File: src/rtl/lfp_pkg.sv
package lfp_pkg;

    localparam int CHAN_W  = 10;
    localparam int CSUM_W  = 12;
    localparam int ERR_W   = 11;
    localparam int SUM_W   = 16;
    localparam int DERIV_W = 12;
    localparam int GAIN_W  = 16;
    localparam int PP_W    = GAIN_W + ERR_W;
    localparam int PI_W    = GAIN_W + SUM_W;
    localparam int PD_W    = GAIN_W + DERIV_W;
    localparam int ACC_W   = 34;
    localparam int MAG_W   = 15;
    localparam int Q_W     = 8;
    localparam int MIX_W   = 10;
    localparam int PWR_W   = 8;

    // Division by 3 of the channel sum (at most 3069) as a reciprocal product.
    localparam int DIV3_PROD_W = 24;
    localparam logic [DIV3_PROD_W-1:0] DIV3_MUL = DIV3_PROD_W'(2731);
    localparam int DIV3_SHIFT = 13;

    // Division by 100 of a magnitude below 20001, exact over that range.
    localparam int DIV100_PROD_W = 28;
    localparam logic [DIV100_PROD_W-1:0] DIV100_MUL = DIV100_PROD_W'(5243);
    localparam int DIV100_SHIFT = 19;

    // Any turn of 200 or more saturates both motors, so larger values are capped.
    localparam logic [ACC_W-1:0] TURN_MAG_LIMIT = ACC_W'(20000);
    localparam logic signed [MIX_W-1:0] POWER_MAX = MIX_W'(100);
    localparam logic signed [MIX_W-1:0] POWER_MIN = -MIX_W'(100);

    localparam int ADDR_W = 5;
    localparam int DATA_W = 32;

    localparam logic [2:0] REG_OFFSET_LEFT  = 3'd0;
    localparam logic [2:0] REG_OFFSET_RIGHT = 3'd1;
    localparam logic [2:0] REG_GAIN_P_LEFT  = 3'd2;
    localparam logic [2:0] REG_GAIN_I_LEFT  = 3'd3;
    localparam logic [2:0] REG_GAIN_D_LEFT  = 3'd4;
    localparam logic [2:0] REG_GAIN_P_RIGHT = 3'd5;
    localparam logic [2:0] REG_GAIN_I_RIGHT = 3'd6;
    localparam logic [2:0] REG_GAIN_D_RIGHT = 3'd7;

    localparam logic [CHAN_W-1:0] OFFSET_LEFT_RESET  = CHAN_W'(278);
    localparam logic [CHAN_W-1:0] OFFSET_RIGHT_RESET = CHAN_W'(366);

    typedef struct packed {
        logic signed [GAIN_W-1:0] p;
        logic signed [GAIN_W-1:0] i;
        logic signed [GAIN_W-1:0] d;
    } gain_set_t;

    typedef struct packed {
        logic signed [ERR_W-1:0]   err;
        logic signed [SUM_W-1:0]   sum;
        logic signed [DERIV_W-1:0] deriv;
        logic                      left;
    } err_item_t;

    typedef struct packed {
        logic [MAG_W-1:0] mag;
        logic             neg;
        logic             left;
    } turn_item_t;

endpackage

File: src/rtl/lfp_err.sv
module lfp_err
    import lfp_pkg::*;
#(
    parameter int SUM_CEILING = 1000,
    parameter int SUM_FLOOR   = -1000
) (
    input  logic              aclk,
    input  logic              aresetn,
    input  logic              in_valid,
    output logic              in_ready,
    input  logic [CHAN_W-1:0] in_red,
    input  logic [CHAN_W-1:0] in_green,
    input  logic [CHAN_W-1:0] in_blue,
    input  logic              in_left,
    input  logic [CHAN_W-1:0] left_midpoint,
    input  logic [CHAN_W-1:0] right_midpoint,
    output logic              out_valid,
    input  logic              out_ready,
    output err_item_t         out_item
);

    localparam logic signed [SUM_W:0] CEIL_EXT  = (SUM_W + 1)'(SUM_CEILING);
    localparam logic signed [SUM_W:0] FLOOR_EXT = (SUM_W + 1)'(SUM_FLOOR);

    logic                      va_reg;
    logic [CSUM_W-1:0]         chsum_reg;
    logic                      left_a_reg;
    logic                      vb_reg;
    err_item_t                 item_reg;
    logic signed [SUM_W-1:0]   error_sum_reg;
    logic signed [ERR_W-1:0]   prev_err_reg;

    logic                      ready_a;
    logic                      ready_b;
    logic [DIV3_PROD_W-1:0]    prod3;
    logic [CHAN_W-1:0]         level;
    logic [CHAN_W-1:0]         offset_sel;
    logic signed [ERR_W-1:0]   err;
    logic signed [SUM_W:0]     sum_raw;
    logic signed [SUM_W-1:0]   sum_next;
    logic signed [DERIV_W-1:0] deriv;

    assign ready_b  = !vb_reg || out_ready;
    assign ready_a  = !va_reg || ready_b;
    assign in_ready = ready_a;

    assign prod3      = DIV3_PROD_W'(chsum_reg) * DIV3_MUL;
    assign level      = CHAN_W'(prod3 >> DIV3_SHIFT);
    assign offset_sel = left_a_reg ? left_midpoint : right_midpoint;
    assign err        = $signed({1'b0, level}) - $signed({1'b0, offset_sel});
    assign sum_raw    = $signed({error_sum_reg[SUM_W-1], error_sum_reg})
                      + $signed({{(SUM_W + 1 - ERR_W){err[ERR_W-1]}}, err});
    assign deriv      = $signed({err[ERR_W-1], err})
                      - $signed({prev_err_reg[ERR_W-1], prev_err_reg});

    // The integral saturates at the bounds and the clamped value is kept.
    always_comb begin
        priority if (sum_raw > CEIL_EXT) begin
            sum_next = SUM_W'(CEIL_EXT);
        end else if (sum_raw < FLOOR_EXT) begin
            sum_next = SUM_W'(FLOOR_EXT);
        end else begin
            sum_next = SUM_W'(sum_raw);
        end
    end

    always_ff @(posedge aclk) begin
        if (!aresetn) begin
            va_reg        <= 1'b0;
            vb_reg        <= 1'b0;
            error_sum_reg <= '0;
            prev_err_reg  <= '0;
        end else begin
            if (ready_a) begin
                va_reg <= in_valid;
            end
            if (ready_b) begin
                vb_reg <= va_reg;
            end
            if (va_reg && ready_b) begin
                error_sum_reg <= sum_next;
                prev_err_reg  <= err;
            end
        end
    end

    always_ff @(posedge aclk) begin
        if (in_valid && ready_a) begin
            chsum_reg  <= CSUM_W'(in_red) + CSUM_W'(in_green) + CSUM_W'(in_blue);
            left_a_reg <= in_left;
        end
        if (va_reg && ready_b) begin
            item_reg.err   <= err;
            item_reg.sum   <= sum_next;
            item_reg.deriv <= deriv;
            item_reg.left  <= left_a_reg;
        end
    end

    assign out_valid = vb_reg;
    assign out_item  = item_reg;

endmodule

File: src/rtl/lfp_turn.sv
module lfp_turn
    import lfp_pkg::*;
(
    input  logic       aclk,
    input  logic       aresetn,
    input  logic       in_valid,
    output logic       in_ready,
    input  err_item_t  in_item,
    input  gain_set_t  gains_left,
    input  gain_set_t  gains_right,
    output logic       out_valid,
    input  logic       out_ready,
    output turn_item_t out_item
);

    logic                    vc_reg;
    logic signed [PP_W-1:0]  pp_reg;
    logic signed [PI_W-1:0]  pi_reg;
    logic signed [PD_W-1:0]  pd_reg;
    logic                    left_c_reg;
    logic                    vd_reg;
    turn_item_t              item_reg;

    logic                    ready_c;
    logic                    ready_d;
    gain_set_t               gsel;
    logic signed [PP_W-1:0]  pp;
    logic signed [PI_W-1:0]  pi;
    logic signed [PD_W-1:0]  pd;
    logic signed [ACC_W-1:0] acc;
    logic [ACC_W-1:0]        acc_abs;
    logic [MAG_W-1:0]        mag;

    assign ready_d  = !vd_reg || out_ready;
    assign ready_c  = !vc_reg || ready_d;
    assign in_ready = ready_c;

    assign gsel = in_item.left ? gains_left : gains_right;
    assign pp   = gsel.p * in_item.err;
    assign pi   = gsel.i * in_item.sum;
    assign pd   = gsel.d * in_item.deriv;

    assign acc     = ACC_W'(pp_reg) + ACC_W'(pi_reg) + ACC_W'(pd_reg);
    assign acc_abs = acc[ACC_W-1] ? ACC_W'(-acc) : ACC_W'(acc);
    assign mag     = (acc_abs >= TURN_MAG_LIMIT) ? MAG_W'(TURN_MAG_LIMIT)
                                                 : acc_abs[MAG_W-1:0];

    always_ff @(posedge aclk) begin
        if (!aresetn) begin
            vc_reg <= 1'b0;
            vd_reg <= 1'b0;
        end else begin
            if (ready_c) begin
                vc_reg <= in_valid;
            end
            if (ready_d) begin
                vd_reg <= vc_reg;
            end
        end
    end

    always_ff @(posedge aclk) begin
        if (in_valid && ready_c) begin
            pp_reg     <= pp;
            pi_reg     <= pi;
            pd_reg     <= pd;
            left_c_reg <= in_item.left;
        end
        if (vc_reg && ready_d) begin
            item_reg.mag  <= mag;
            item_reg.neg  <= acc[ACC_W-1];
            item_reg.left <= left_c_reg;
        end
    end

    assign out_valid = vd_reg;
    assign out_item  = item_reg;

endmodule

File: src/rtl/lfp_mix.sv
module lfp_mix
    import lfp_pkg::*;
#(
    parameter int BASE_SPEED = 70
) (
    input  logic                 aclk,
    input  logic                 aresetn,
    input  logic                 in_valid,
    output logic                 in_ready,
    input  turn_item_t           in_item,
    output logic                 m_tvalid,
    input  logic                 m_tready,
    output logic [2*PWR_W-1:0]   m_tdata
);

    localparam logic signed [MIX_W-1:0] BASE = MIX_W'(BASE_SPEED);

    logic                     valid_reg;
    logic [2*PWR_W-1:0]       data_reg;

    logic                     ready_e;
    logic [DIV100_PROD_W-1:0] prod100;
    logic [Q_W-1:0]           q;
    logic signed [MIX_W-1:0]  turn;
    logic signed [MIX_W-1:0]  lp;
    logic signed [MIX_W-1:0]  rp;
    logic signed [PWR_W-1:0]  lp_sat;
    logic signed [PWR_W-1:0]  rp_sat;

    function automatic logic signed [PWR_W-1:0] sat_power(input logic signed [MIX_W-1:0] p);
        logic signed [MIX_W-1:0] r;
        begin
            r = p;
            if (p > POWER_MAX) begin
                r = POWER_MAX;
            end else if (p < POWER_MIN) begin
                r = POWER_MIN;
            end
            return PWR_W'(r);
        end
    endfunction

    assign ready_e  = !valid_reg || m_tready;
    assign in_ready = ready_e;

    // The quotient is formed on the magnitude, so it truncates toward zero.
    assign prod100 = DIV100_PROD_W'(in_item.mag) * DIV100_MUL;
    assign q       = Q_W'(prod100 >> DIV100_SHIFT);
    assign turn    = in_item.neg ? -$signed({2'b00, q}) : $signed({2'b00, q});
    assign lp      = in_item.left ? BASE + turn : BASE - turn;
    assign rp      = in_item.left ? BASE - turn : BASE + turn;
    assign lp_sat  = sat_power(lp);
    assign rp_sat  = sat_power(rp);

    always_ff @(posedge aclk) begin
        if (!aresetn) begin
            valid_reg <= 1'b0;
        end else if (ready_e) begin
            valid_reg <= in_valid;
        end
    end

    always_ff @(posedge aclk) begin
        if (in_valid && ready_e) begin
            data_reg <= {rp_sat, lp_sat};
        end
    end

    assign m_tvalid = valid_reg;
    assign m_tdata  = data_reg;

endmodule

File: src/rtl/line_follow_pid.sv
// Line-following PID steering.
// Input stream (s_*): one item per color sample, red/green/blue readings in
// s_tdata and the tracking side in s_tuser (1 = left sensor tracks the line).
// Output stream (m_*): one item per input item, left and right motor power
// as signed percent in [-100, 100], in input order.
// Configuration: APB port, eight 32-bit registers at byte addresses 0x00 to
// 0x1C (two sensor offsets, then P/I/D gains for left and right tracking).
// Write it only while no item is in flight.
// Each result passes six registers on its way from input to output: input
// register, channel sum, error and integral update, gain products, turn
// magnitude, output register. Throughput: one item per cycle while m_tready
// stays high; every stage has its own valid flag, so the block keeps accepting
// while bubbles remain.
// When m_tready is low the result holds in the output register and the
// stages behind it fill up; s_tready falls only once all six are full.
// Reset clears every valid flag, the integral and the previous error, and
// loads the register defaults (offsets 278 and 366, all gains zero).
module line_follow_pid
    import lfp_pkg::*;
#(
    parameter int SUM_CEILING = 1000,
    parameter int SUM_FLOOR   = -1000,
    parameter int BASE_SPEED  = 70
) (
    input  logic              aclk,
    input  logic              aresetn,
    input  logic              s_tvalid,
    output logic              s_tready,
    input  logic [31:0]       s_tdata,   // red_level, green_level, blue_level, zero pad
    input  logic              s_tuser,   // tracking_on_left
    output logic              m_tvalid,
    input  logic              m_tready,
    output logic [15:0]       m_tdata,   // left_power, right_power
    input  logic              psel,
    input  logic              penable,
    input  logic              pwrite,
    input  logic [ADDR_W-1:0] paddr,
    input  logic [DATA_W-1:0] pwdata,
    output logic [DATA_W-1:0] prdata,
    output logic              pready
);

    logic              v0_reg;
    logic [CHAN_W-1:0] red_reg;
    logic [CHAN_W-1:0] green_reg;
    logic [CHAN_W-1:0] blue_reg;
    logic              left_reg;

    logic [CHAN_W-1:0] left_mid_reg;
    logic [CHAN_W-1:0] right_mid_reg;
    gain_set_t         gains_left_reg;
    gain_set_t         gains_right_reg;

    logic              err_ready;
    logic              err_valid;
    err_item_t         err_item;
    logic              turn_ready;
    logic              turn_valid;
    turn_item_t        turn_item;
    logic              mix_ready;
    logic              cfg_write;
    logic [2:0]        reg_idx;

    assign s_tready  = !v0_reg || err_ready;
    assign pready    = 1'b1;
    assign cfg_write = psel && penable && pwrite && pready;
    assign reg_idx   = paddr[ADDR_W-1:2];

    always_ff @(posedge aclk) begin
        if (!aresetn) begin
            v0_reg <= 1'b0;
        end else if (s_tready) begin
            v0_reg <= s_tvalid;
        end
    end

    always_ff @(posedge aclk) begin
        if (s_tvalid && s_tready) begin
            red_reg   <= s_tdata[CHAN_W-1:0];
            green_reg <= s_tdata[2*CHAN_W-1:CHAN_W];
            blue_reg  <= s_tdata[3*CHAN_W-1:2*CHAN_W];
            left_reg  <= s_tuser;
        end
    end

    always_ff @(posedge aclk) begin
        if (!aresetn) begin
            left_mid_reg    <= OFFSET_LEFT_RESET;
            right_mid_reg   <= OFFSET_RIGHT_RESET;
            gains_left_reg  <= '0;
            gains_right_reg <= '0;
        end else if (cfg_write) begin
            unique case (reg_idx)
                REG_OFFSET_LEFT:  left_mid_reg      <= pwdata[CHAN_W-1:0];
                REG_OFFSET_RIGHT: right_mid_reg     <= pwdata[CHAN_W-1:0];
                REG_GAIN_P_LEFT:  gains_left_reg.p  <= $signed(pwdata[GAIN_W-1:0]);
                REG_GAIN_I_LEFT:  gains_left_reg.i  <= $signed(pwdata[GAIN_W-1:0]);
                REG_GAIN_D_LEFT:  gains_left_reg.d  <= $signed(pwdata[GAIN_W-1:0]);
                REG_GAIN_P_RIGHT: gains_right_reg.p <= $signed(pwdata[GAIN_W-1:0]);
                REG_GAIN_I_RIGHT: gains_right_reg.i <= $signed(pwdata[GAIN_W-1:0]);
                REG_GAIN_D_RIGHT: gains_right_reg.d <= $signed(pwdata[GAIN_W-1:0]);
            endcase
        end
    end

    always_comb begin
        unique case (reg_idx)
            REG_OFFSET_LEFT:  prdata = DATA_W'(left_mid_reg);
            REG_OFFSET_RIGHT: prdata = DATA_W'(right_mid_reg);
            REG_GAIN_P_LEFT:  prdata = DATA_W'(gains_left_reg.p);
            REG_GAIN_I_LEFT:  prdata = DATA_W'(gains_left_reg.i);
            REG_GAIN_D_LEFT:  prdata = DATA_W'(gains_left_reg.d);
            REG_GAIN_P_RIGHT: prdata = DATA_W'(gains_right_reg.p);
            REG_GAIN_I_RIGHT: prdata = DATA_W'(gains_right_reg.i);
            REG_GAIN_D_RIGHT: prdata = DATA_W'(gains_right_reg.d);
        endcase
    end

    lfp_err #(
        .SUM_CEILING (SUM_CEILING),
        .SUM_FLOOR   (SUM_FLOOR)
    ) u_err (
        .aclk           (aclk),
        .aresetn        (aresetn),
        .in_valid       (v0_reg),
        .in_ready       (err_ready),
        .in_red         (red_reg),
        .in_green       (green_reg),
        .in_blue        (blue_reg),
        .in_left        (left_reg),
        .left_midpoint  (left_mid_reg),
        .right_midpoint (right_mid_reg),
        .out_valid      (err_valid),
        .out_ready      (turn_ready),
        .out_item       (err_item)
    );

    lfp_turn u_turn (
        .aclk        (aclk),
        .aresetn     (aresetn),
        .in_valid    (err_valid),
        .in_ready    (turn_ready),
        .in_item     (err_item),
        .gains_left  (gains_left_reg),
        .gains_right (gains_right_reg),
        .out_valid   (turn_valid),
        .out_ready   (mix_ready),
        .out_item    (turn_item)
    );

    lfp_mix #(
        .BASE_SPEED (BASE_SPEED)
    ) u_mix (
        .aclk     (aclk),
        .aresetn  (aresetn),
        .in_valid (turn_valid),
        .in_ready (mix_ready),
        .in_item  (turn_item),
        .m_tvalid (m_tvalid),
        .m_tready (m_tready),
        .m_tdata  (m_tdata)
    );

endmodule

File: config.mk
export PLATFORM = sky130hd
export DESIGN_NAME = line_follow_pid
export DESIGN_NICKNAME = d
export VERILOG_FILES = /design/src/rtl/lfp_pkg.sv /design/src/rtl/lfp_err.sv /design/src/rtl/lfp_turn.sv /design/src/rtl/lfp_mix.sv /design/src/rtl/line_follow_pid.sv
export SDC_FILE = /design/constraint.sdc
export NUM_CORES = 2
export LEC_CHECK = 0
export ABC_CLOCK_PERIOD_IN_PS = 8900
export BUFFER_PORTS_ARGS = -buffer_cell sky130_fd_sc_hd__buf_2
export CAP_MARGIN = 20
export CORE_ASPECT_RATIO = 0.8
export CORE_MARGIN = 2
export CORE_UTILIZATION = 65
export DETAILED_ROUTE_END_ITERATION = 12
export HOLD_SLACK_MARGIN = 0.15
export PLACE_DENSITY_LB_ADDON = 0.2
export SLEW_MARGIN = 20
export SYNTH_ARGS = -nofsm -noshare
export SYNTH_HDL_FRONTEND = slang
export SYNTH_SLANG_ARGS = --single-unit
File: constraint.sdc
create_clock -name aclk -period 8.9 [get_ports aclk]
set_input_delay 0.89 -clock aclk [delete_from_list [all_inputs] [get_ports aclk]]
set_output_delay 0.89 -clock aclk [all_outputs]
set_load 0.1 [all_outputs]
# Yosys cells after proc, flatten, opt, wreduce, memory -nomap -nowiden
# Cells that the tools add are included.
# W data, S select, Z words.
# word_totals
ff_bits	354
input_bits	77
output_inout_bits	51
word_cells	109
# classes
n_addsub	11
mul	5
magnitude_cmp	7
eq_ne	7
n_mux	11
reduce_logical	31
# ops
op	n
$pmux W32 S8	1
$mux W48	1
$mux W10	4
$add A33 B28 Y34	1
$ge A34 B15 Y1 const B	1
$mux W34	1
$neg A34 Y34	1
$add A27 B32 Y33	1
$mul A16 B16 Y32	1
$mux W16	2
$mul A16 B12 Y28	1
$mul A15 B13 Y27 const B	1
$mul A16 B11 Y27	1
$mul A12 B12 Y23 const B	1
$gt A10 B8 Y1 const B	2
$lt A10 B8 Y1 const B	2
$add A16 B11 Y17	1
$gt A17 B11 Y1 const B	1
$lt A17 B11 Y1 const B	1
$mux W8	2
$reduce_and A2 Y1	8
$add A12 B10 Y12	1
$eq A3 B3 Y1 const B	4
$sub A11 B11 Y12	1
12 further kinds	31

# Depth between registers and ports, before layout
# logic_depth
depth_word	8
ltp_mapped	39
mapped_depth_nobuf	39

# Cells and area by module
# A second synthesis with hierarchy kept.
# unflattened
cells_unflattened	5324
hier_area_um2	50405.8
# by_module_without_submodules
mod	instances	cells_each	area_each_um2	seq_area_each_um2
lfp_turn	1	3262	30588.1	3193.1
lfp_err	1	780	7764.9	2172.1
line_follow_pid	1	722	6628.9	3273.1
lfp_mix	1	560	5424.0	500.5

# Worst setup path after synthesis
# OpenSTA, ideal clock, no wires.
# synth_timing
path_type	register -> register
startpoint	register u_err.chsum_reg[4]
endpoint	register u_err.error_sum_reg[0]
setup_ns	0.087
arrival_time_ns	7.700
t_required_ns	8.813
path_slack_ns	1.113
stages_incl_launch_ff	35
path_buffers	0
period_less_slack_ns	7.787
cell_sequence	edfxtp_1 -> ha_1 -> ha_1 -> fa_1 -> inv_1 -> fa_1 -> inv_1 -> fa_1 -> ha_1 -> a21oi_1 -> nor2b_1 -> o21ai_0 -> a21oi_1 -> o41ai_1 -> nor2b_1 -> nor2_1 -> xnor2_1 -> ha_1 -> a21oi_1 -> o21bai_1 -> a21oi_1 -> o21bai_1 -> a21oi_1 -> xnor2_1 -> ha_1 -> and3_1 -> a21oi_1 -> o21ai_0 -> o41ai_1 -> o211ai_1 -> a21oi_1 -> xor2_1 -> o41ai_1 -> nand2_1 -> o31ai_1
# synth_between
elab_chain_len	6
elab_cells_between_ends	7
classes_between	add/sub: 2; mul: 1; order compare: 2; mux: 2
# synth_lines
item	line_no	source
start: declaration	lfp_err.sv:26	logic [CSUM_W-1:0] chsum_reg;
start signal: assignment	lfp_err.sv:89	chsum_reg <= CSUM_W'(in_red) + CSUM_W'(in_green) + CSUM_W'(in_blue);
$mul A12 B12 Y23 *	lfp_err.sv:47	assign prod3 = DIV3_PROD_W'(chsum_reg) * DIV3_MUL;
$sub A10 B10 Y11 *	lfp_err.sv:50	assign err = $signed({1'b0, level}) - $signed({1'b0, offset_sel});
net u_err.err[8]	lfp_err.sv:38	logic signed [ERR_W-1:0] err;
$add A16 B11 Y17 *	lfp_err.sv:52	+ $signed({{(SUM_W + 1 - ERR_W){err[ERR_W-1]}}, err});
$lt A17 B11 Y1	lfp_err.sv:60	end else if (sum_raw < FLOOR_EXT) begin
$mux W16	lfp_err.sv:60	
$mux W16 *	lfp_err.sv:58	priority if (sum_raw > CEIL_EXT) begin
end signal: assignment	lfp_err.sv:81	error_sum_reg <= sum_next;
end: declaration	lfp_err.sv:30	logic signed [SUM_W-1:0] error_sum_reg;
# The timed path passes the listed nets; every way through them passes the cells marked *.
# A chain may end at the register's enable or synchronous reset.

# Worst setup path after layout
# layout_timing
startpoint	register u_err.chsum_reg[1]
endpoint	register u_err.item_reg, in the netlist u_err.out_item[17], data pin
# layout_between
elab_chain_len	6
elab_cells_between_ends	7
classes_between	add/sub: 2; mul: 1; order compare: 2; mux: 2
# layout_lines
item	line_no	source
$mul A12 B12 Y23 *	lfp_err.sv:47	
$sub A10 B10 Y11 *	lfp_err.sv:50	
net u_err.err[8]	lfp_err.sv:38	
$add A16 B11 Y17 *	lfp_err.sv:52	
$lt A17 B11 Y1	lfp_err.sv:60	
$mux W16	lfp_err.sv:60	
$mux W16 *	lfp_err.sv:58	
net u_err.sum_next[4]	lfp_err.sv:40	logic signed [SUM_W-1:0] sum_next;
end: declaration	lfp_err.sv:29	err_item_t item_reg;
# Marked as above.

==> run_results.csv <==
group,metric,value,unit
clock_tree,clk_latency,0.61,ns
placed_design,hpwl,91900,um
placed_design,dp_cells,6171,
power_and_ir_drop,swShare,0.504,
clock_tree,htree_levels,2,
cells_and_area,layout-drive-gt1-share,0.0724,
critical_path,cp.arrival,8.79,ns
critical_path,path_common_cell,"fa_1",
power_and_ir_drop,pwr-share-comb,0.747,
detailed_routing,route.detailed.drc,0,
clock_tree,cts_made_buffers,40,
die,io_pins,128,
sta,fin_setup_tns,0,ns
critical_path,worstPathMaxFanout,5,
yosys,yosysWarnings,0,
critical_path,required,9.24,ns
sta,setup_viol,0,
sta,worst_slew_pin_slew,1.05,ns
global_route,grt_max_degree,101,
sta,layout_setup_ws,0.450,ns
die,die_area,78100,um^2
clock_tree,cts-hold-fix-buffers,0,
global_route,grt_pass1_wl,193000,um
worst_hold_path,min_path_type,"flop to flop",
yosys,syn_area_per_cell,9.43,um^2
clock_tree,clock_sinks,354,
yosys,syn_inst,5230,
yosys,synthSimpleGateAreaFrac,0.145,
critical_path,crit_slowest_cell,"o41a_1",
detailed_routing,routed_via_density,5.74,
power_and_ir_drop,leakage,23.1,nW
clock_tree,path_clk_slew,0.06,ns
die,start_util,0.656,
detailed_routing,vias,35846,
yosys,synth_mux_area_frac,0.0243,
detailed_routing,drt_wl_total,116000,um
sta,max_slew_margin,0.299,
cells_and_area,final_cell_count_no_fill,6246,
sta,slew_viol_final,0,
critical_path,start_kind,"flop",
power_and_ir_drop,power.internal,9.86,mW
cells_and_area,regArea,9140,um^2
power_and_ir_drop,power.density,382,nW/um^2
yosys,synth_fp_nets,6524,
cells_and_area,syn_to_final_growth,5.63,%
sta,max_freq,0.118,GHz
global_route,grt_usage,0.308,
placed_design,numPortBuffers,106,
critical_path,critPathBufInv,4,
sta,finalHoldViolCount,0,
yosys,synthAdderAreaFrac,0.423,
detailed_routing,dr.pass1.iters,8,
die,core_area,75200,um^2
yosys,synthArstFlopShare,0,
cells_and_area,nets,6498,
yosys,synth_most_common_cell,"inv_1",
critical_path,cpLargestDelayFamily,"adder cells",
yosys,synth_top_family_by_area,"adder cells",
global_route,antenna_found_initial,3,
yosys,synth_top_cell_area_share,0.303,
clock_tree,cts_tree,"yes",
die,die_h,250,um
power_and_ir_drop,power_frac_seq,0.163,
yosys,yosys-top-cells-count,"inv_1, fa_1, nand2_1",
yosys,synth_compound_area_frac,0.0992,
die,rows,90,
cells_and_area,multi_input_area,36000,um^2
power_and_ir_drop,p_switching,10.0,mW
die,die_x,312,um
detailed_routing,ant_nets,0,
status,outcome,"finished clean",
sta,clock-skew-final,0.0455,ns
detailed_routing,drt_iter0_drc,2845,
global_route,grt_pass1_vias,36817,
placed_design,post-place-ws,-0.0834,ns
clock_tree,clock_path_buffers,3,
yosys,synth_area_leaders,"fa_1, edfxtp_1, ha_1",
cells_and_area,n_antenna_cell,0,
yosys,yosys.area.top_type,"fa_1",
yosys,yosysSeqAreaShare,0.185,
power_and_ir_drop,irDropWorstVdd,0.00268,V
power_and_ir_drop,pwr-share-clk,0.091,
placed_design,gp_congestion,0.895,
detailed_routing,avgRoutedWirePerCell,18.6,um
yosys,synth-edff-count,205,
cells_and_area,fillers,5897,
critical_path,slowest_delay,0.51,ns
power_and_ir_drop,power.total,19.9,mW
yosys,ys_types,94,
sta,min_period,8.45,ns
critical_path,endpoint_kind,"flop",
global_route,globalRouteOverflowTotal,0,
yosys,syn_area,49300,um^2
yosys,ys.flop_type,"edfxtp_1",
yosys,synth_seq_cells,354,
job,max_cap_viol_count,0,
yosys,synth_xor_area_frac,0.0355,
sta,finalCritPeriodShare,0.949,
clock_tree,cts_root_buf,"clkbuf_16",
critical_path,worstSetupPathType,"flop to flop",
[power by group through the flow]
stage | registers [mW] | logic, mW | clock network (mW)
floorplan | 2.84 | 10.8 | 0
global placement | 3.22 | 13.8 | 0
detailed placement | 3.24 | 14.2 | 0
CTS | 3.21 | 14.4 | 1.83
global route | 3.25 | 16.7 | 1.88
finish | 3.23 | 14.8 | 1.81
[repair_timing]
| action | CTS | global route |
|---|---|---|
| setup buffers | 0 | 3 |
| hold endpoints to repair | 0 | 0 |
| resized for setup | 1 | 15 |
| endpoints found under the setup margin | 6 | 26 |
| pin swaps | 0 | 2 |
[worst register-to-register path: cells and delay by family, from the launching register on]
| family | cells | cell delay, ns |
|---|---|---|
| flip-flops | 1 | 0.47 |
| adder cells (fa/ha/maj) | 9 | 3.52 |
| buffers and inverters | 4 | 0.24 |
| AND/OR/NAND/NOR | 4 | 0.43 |
| XOR/XNOR | 2 | 0.36 |
| AO/OA/AOI/OAI | 15 | 3.18 |
[metrics by stage]
stage | cell area (um^2) | hold WS (ns) | util
global route | 52100 | 0.443 | 0.692
detailed placement | 50500 | 0.422 | 0.672
floorplan | 49300 | 0.400 | -
finish | 52100 | 0.434 | 0.692
CTS | 52000 | 0.436 | 0.691
global placement | 50500 | 0.406 | 0.672
[kinds of logic after synthesis]
logic type | after synthesis
AND/OR/NAND/NOR | 1496
adder cells (fa/ha/maj) | 1217
buffers and inverters | 1137
AO/OA/AOI/OAI | 726
flip-flops | 354
XOR/XNOR | 199
multiplexers | 100
other | 1
[metal layers]
layer / wire length [um] / part of all wire / global-route usage
met1: 51300 / 0.44 / 0.449
met2: 51700 / 0.45 / 0.480
met3: 10200 / 0.088 / 0.0587
met4: 2650 / 0.023 / 0.0717
met5: 0 / 0 / 0
[worst paths after layout]
path	cells after the start	slack (ns)	startpoint	endpoint
min reg2reg	0	0.43	left_reg$_DFFE_PP_	u_err.left_a_reg$_DFFE_PP_
max reg2reg	34	0.45	u_err.chsum_reg[1]$_DFFE_PP_	u_err.out_item[17]$_DFFE_PP_
max	34	0.45	u_err.chsum_reg[1]$_DFFE_PP_	u_err.out_item[17]$_DFFE_PP_
min	0	0.43	left_reg$_DFFE_PP_	u_err.left_a_reg$_DFFE_PP_
[cells in the final DEF, fill, tap and decap left out, types with 10 or more instances in the layout]
| cell | Yosys | routed |
|---|---|---|
| a31oi_1 | 17 | 15 |
| nor3_1 | 54 | 53 |
| dfxtp_1 | 149 | 149 |
| buf_4 | 17 | 32 |
| o21bai_1 | 30 | 30 |
| nor2b_1 | 65 | 64 |
| a211oi_1 | 17 | 17 |
| o21a_1 | 31 | 31 |
| xor2_1 | 50 | 48 |
| mux2_2 | 55 | 55 |
| xnor2_1 | 148 | 146 |
| nand3_1 | 65 | 65 |
| mux2i_1 | 34 | 33 |
| a21o_1 | 50 | 50 |
| o31ai_1 | 11 | 11 |
| and3_1 | 25 | 25 |
| nand2_1 | 675 | 674 |
| buf_2 | 1 | 105 |
| a21oi_1 | 164 | 160 |
| fa_1 | 747 | 747 |
| or3_1 | 11 | 11 |
| edfxtp_1 | 205 | 205 |
| ha_1 | 470 | 470 |
| inv_1 | 929 | 928 |
| nand2b_1 | 27 | 27 |
| a21boi_0 | 128 | 126 |
| a31o_2 | 13 | 13 |
| o21ai_1 | 9 | 12 |
| nand4_1 | 14 | 14 |
| o21ai_0 | 117 | 114 |
| and2_1 | 245 | 245 |
| o211ai_1 | 23 | 23 |
| or2_2 | 60 | 60 |
| clkbuf_16 | 0 | 43 |
| nor2_1 | 187 | 185 |
| nor4_1 | 24 | 24 |
| mux4_2 | 10 | 10 |
[final cells by class]
class / count / share of cell area
clock buffers: 53 / 0.0216
flip-flops and latches: 354 / 0.175
multi-input cells: 3739 / 0.691
inverters: 931 / 0.0671
well taps: 1012 / 0.0243
repair buffers: 138 / 0.0151
clock inverters: 19 / 0.00596
Power figures use the tool's default switching activity.
